### config.mk
export PLATFORM = sky130hd
export DESIGN_NAME = gbsf_divider
export DESIGN_NICKNAME = d
export VERILOG_FILES = /design/src/design/gbsf_divider.sv
export SDC_FILE = /design/constraint.sdc
export NUM_CORES = 1
export LEC_CHECK = 0
export ABC_AREA = 1
export BUFFER_PORTS_ARGS = -buffer_cell sky130_fd_sc_hd__buf_2
export CAP_MARGIN = 10
export CORE_MARGIN = 1
export CORE_UTILIZATION = 50
export DETAILED_ROUTE_END_ITERATION = 6
export GPL_TIMING_DRIVEN = 0
export PLACE_DENSITY_LB_ADDON = 0.25
export SLEW_MARGIN = 20
export SYNTH_ARGS = -nofsm -noshare
export SYNTH_HDL_FRONTEND = slang
export SYNTH_SLANG_ARGS = --single-unit
export TNS_END_PERCENT = 30
### constraint.sdc
create_clock -name clk_i -period 2.5 [get_ports clk_i]
set_clock_uncertainty 0.15 [all_clocks]
set_input_delay 0.625 -clock clk_i [delete_from_list [all_inputs] [get_ports clk_i]]
set_output_delay 0.625 -clock clk_i [all_outputs]
set_load 0.005 [all_outputs]
### src/design/gbsf_divider.sv
`timescale 1ns / 1ps

// restoring divider for floor((prod << FRAC_BITS) / den), one quotient bit a cycle;
// the caller guarantees the quotient is below 2^(FRAC_BITS-1)
module gbsf_divider #(
  parameter int PROD_W    = 26,
  parameter int FRAC_BITS = 24
) (
  input  logic                 clk_i,
  input  logic                 rst_ni,
  input  logic                 start_i,
  input  logic [PROD_W-1:0]    prod_i,
  input  logic [PROD_W-1:0]    den_i,
  output logic                 done_o,
  output logic [FRAC_BITS-2:0] quo_o
);

  localparam int QW = FRAC_BITS - 1;
  localparam int CW = $clog2(QW + 1);

  logic [PROD_W:0]     rem_q, rem_d;
  logic [PROD_W-1:0]   den_q, den_d;
  logic [QW-1:0]       quo_q, quo_d;
  logic [CW-1:0]       cnt_q, cnt_d;
  logic                busy_q, busy_d;
  logic                done_q, done_d;
  logic [PROD_W+1:0]   trial;
  logic                ge;

  always_comb begin
    trial  = {rem_q, 1'b0};
    ge     = trial >= (PROD_W+2)'(den_q);
    rem_d  = rem_q;
    den_d  = den_q;
    quo_d  = quo_q;
    cnt_d  = cnt_q;
    busy_d = busy_q;
    done_d = 1'b0;
    if (start_i) begin
      // the low FRAC_BITS-1 numerator bits are zero, only the top part is loaded
      rem_d  = {prod_i, 1'b0};
      den_d  = den_i;
      quo_d  = '0;
      cnt_d  = '0;
      busy_d = 1'b1;
    end else if (busy_q) begin
      rem_d = ge ? (PROD_W+1)'(trial - (PROD_W+2)'(den_q)) : (PROD_W+1)'(trial);
      quo_d = {quo_q[QW-2:0], ge};
      cnt_d = cnt_q + 1'b1;
      if (cnt_q == CW'(QW - 1)) begin
        busy_d = 1'b0;
        done_d = 1'b1;
      end
    end
  end

  always_ff @(posedge clk_i or negedge rst_ni) begin
    if (!rst_ni) begin
      busy_q <= 1'b0;
      done_q <= 1'b0;
      cnt_q  <= '0;
    end else begin
      busy_q <= busy_d;
      done_q <= done_d;
      cnt_q  <= cnt_d;
    end
  end

  always_ff @(posedge clk_i) begin
    rem_q <= rem_d;
    den_q <= den_d;
    quo_q <= quo_d;
  end

  assign done_o = done_q;
  assign quo_o  = quo_q;

endmodule
==> results.yml <==
floorplan:
  die_y_um: 107
  start_util: 0.525
  row_count: 37
  core_area_um2: 10500
  io_pins: 79
  die_area_um2: 11500
  dieWidth_um: 107
routing:
  drc: 0
  dr_total_vias: 5128
  met1_length_um: 6930
  ant_nets: 0
  wl_um: 15000
  drt-initial-drc-count: 363
  wl_met3_um: 721
  wl_met2_um: 7050
  firstDrtPassIters: 5
  top_layer: "met4"
  via_per_inst: 4.96
  wl_per_cell_um: 14.5
placed_design:
  port_buffers: 78
  place_ws_ps: -500
  place.gp.congestion: 0.913
  dp.final_hpwl_um: 11200
finish:
  fillers: 929
  antenna_cells: 0
  finalNetCount: 976
  area_growth_syn_to_layout_pct: 24.5
  mostFrequentLayoutCells: "280 x nand2_1, 154 x inv_1, 80 x buf_2"
  final_layout_size_suffix_gt1_frac: 0.225
  layout_commonest_cell: "nand2_1"
  fin_util: 0.654
synthesis:
  ys_top_cells_by_area: "edfxtp_1 28%, nand2_1 20%, inv_1 11%"
  synth_top_flop_cell: "edfxtp_1"
  yosys.area.top_type: "edfxtp_1"
  synth_edf_count: 52
  syn_nets: 865
  ys_types: 35
  postSynthAreaPerCell_um2: 7.06
  async_flop_share: 0.0843
  synthCells: 781
  synth_warnings: 0
  yosysTopAreaCellShare: 0.283
  synth_seq_cells: 83
  syn_area_um2: 5520
  yosysSeqAreaShare: 0.402
hold_path:
  hold-path-cell-count: 1
  hold_path.class: "input port to register"
cts:
  root_buffer: "clkbuf_8"
  clock_latency_ps: 380
  cts_buffer_depth: 2
  h-tree-depth: 3
  cts.sinks: 83
  numCtsBuffers: 9
  path_clk_slew_ps: 110
  cts_tree: "done"
timing:
  fin_ws_ps: 80.1
  maxSlewHeadroom: 0.596
  rsz0062_at_grt: "yes"
  fmax_mhz: 413
  fin_crit_ps: 2420
  timing.final.crit_share: 0.968
  slew_viol_final: 0
  tightestPinTransition_ps: 605
  finalHoldViolations: 0
  setup-violations-final: 0
global_route:
  grt_overflow: 0
  grt_pass1_vias: 4746
  grt_pass1_wl_um: 23300
  grt_max_degree: 28
  grt.total_usage: 0.268
  antenna_found_initial: 0
setup_path:
  critPathLaunchType: "register"
  cp_data_required_time_ps: 2500
  reg2reg_depth: 10
  critical_path_arrival_ps: 2420
  end_kind: "register"
  path_class: "register to register"
  path_max_fanout: 4
run:
  drv_cap: 0
run_status:
  outcome: "completed"
pwr:
  irDropWorstVdd_mv: 0.545
  power.leakage_nw: 3.53
  power.density_nw_per_um2: 1080
## what timing repair did
action	CTS	global route
pin swaps	0	12
hold buffers	1	0
gates resized for setup	17	48
setup endpoints to repair	42	25
endpoints found under the hold margin	7	0
gates cloned	0	1
buffers inserted	2	17
## power breakdown
part / internal [W] / switching (W) / total [W]
logic: 0.00187 / 0.00254 / 0.00441
clock network: 0.000401 / 0.000593 / 0.000993
registers: 0.00181 / 0.000230 / 0.00204
## worst paths after layout
path | end | start | slack, ps
worst min register to register | quo_o[22] | quo_o[22] | 320
min in group asynchronous | done_o | rst_ni | 460
worst max register to register | rem_q[19] | rem_q[7] | 80
worst max-delay path | rem_q[19] | rem_q[7] | 80
max in group asynchronous | cnt_q[2] | rst_ni | 1580
worst min-delay path | den_q[18] | den_i[18] | 260
## synth_stat cells, types with 2 or more instances
| library cell | instances |
|---|---|
| o22ai_1 | 21 |
| buf_1 | 4 |
| dfrtp_1 | 7 |
| nand3_1 | 55 |
| nand4_1 | 9 |
| nor2_1 | 45 |
| nand3b_1 | 9 |
| nor2_2 | 5 |
| nand2_2 | 12 |
| nor3_1 | 4 |
| o21a_1 | 2 |
| inv_2 | 8 |
| inv_1 | 155 |
| clkbuf_1 | 7 |
| edfxtp_1 | 52 |
| a21oi_1 | 13 |
| xor2_1 | 3 |
| xnor2_1 | 10 |
| o21ai_0 | 4 |
| dfxtp_1 | 24 |
| buf_4 | 3 |
| nand2_1 | 287 |
| ha_1 | 28 |
| o21bai_1 | 2 |
| nand2_4 | 2 |
## cells by family after synthesis
kind of cell | after synthesis | share of synthesized area
xor gates and xnor gates | 13 | 0.0206
DFF | 83 | 0.402
buffers and inverters | 179 | 0.125
and+or+nand+nor | 434 | 0.338
adders and majority gates | 29 | 0.0672
AOI/OAI and AO/OA | 43 | 0.0470
## worst max-delay path, cell delays in order, from the launching register on
cell,delay (ps)
edfxtp_1,390
ha_1,380
nand2_1,160
nor2_2,250
nand2_1,80
nor2_1,280
nand2_1,190
nand4_1,120
nand3_1,70
nand2_1,80
nand2_1,40
## metrics by stage
stage | instances | hold slack (ps) | power, W | instance area, µm² | setup TNS, ps
final | 1033 | 262 | 0.00744 | 6870 | 0
after global routing | 1033 | 243 | 0.00805 | 6870 | -115
after CTS | 1015 | 249 | 0.00673 | 6420 | -2.51
after detailed placement | 996 | 297 | 0.00559 | 6100 | -26970
after global placement | 995 | 295 | 0.00554 | 6080 | -52180
after floorplan | 781 | 179 | 0.00470 | 5520 | 0
## flip-flops by register name, summed over array words and instances (netlist names)
signal  cells
quo_o      23
cnt_q       5
den_q      26
rem_q      27
done_o      1
busy_q      1
## per-layer routing
| layer | vias to the layer above | GRT usage |
|---|---|---|
| met2 | 135 | 0.444 |
| li1 | 2647 | - |
| met5 | - | 0 |
| met4 | 0 | 0.0920 |
| met3 | 19 | 0.0401 |
| met1 | 2327 | 0.356 |
## area by class of cell
| class | count | area (µm²) | share of cell area |
|---|---|---|---|
| plain buffers | 16 | 113 | 0.0164 |
| inverters | 163 | 612 | 0.0891 |
| multi-input cells | 519 | 2960 | 0.431 |
| clock inverters | 7 | 73.8 | 0.0107 |
| clock buffers | 9 | 124 | 0.0180 |
| repair buffers | 100 | 598 | 0.0871 |
| flip-flops and latches | 83 | 2220 | 0.323 |
| well taps | 136 | 170 | 0.0248 |
(Power assumes the default switching activity.)
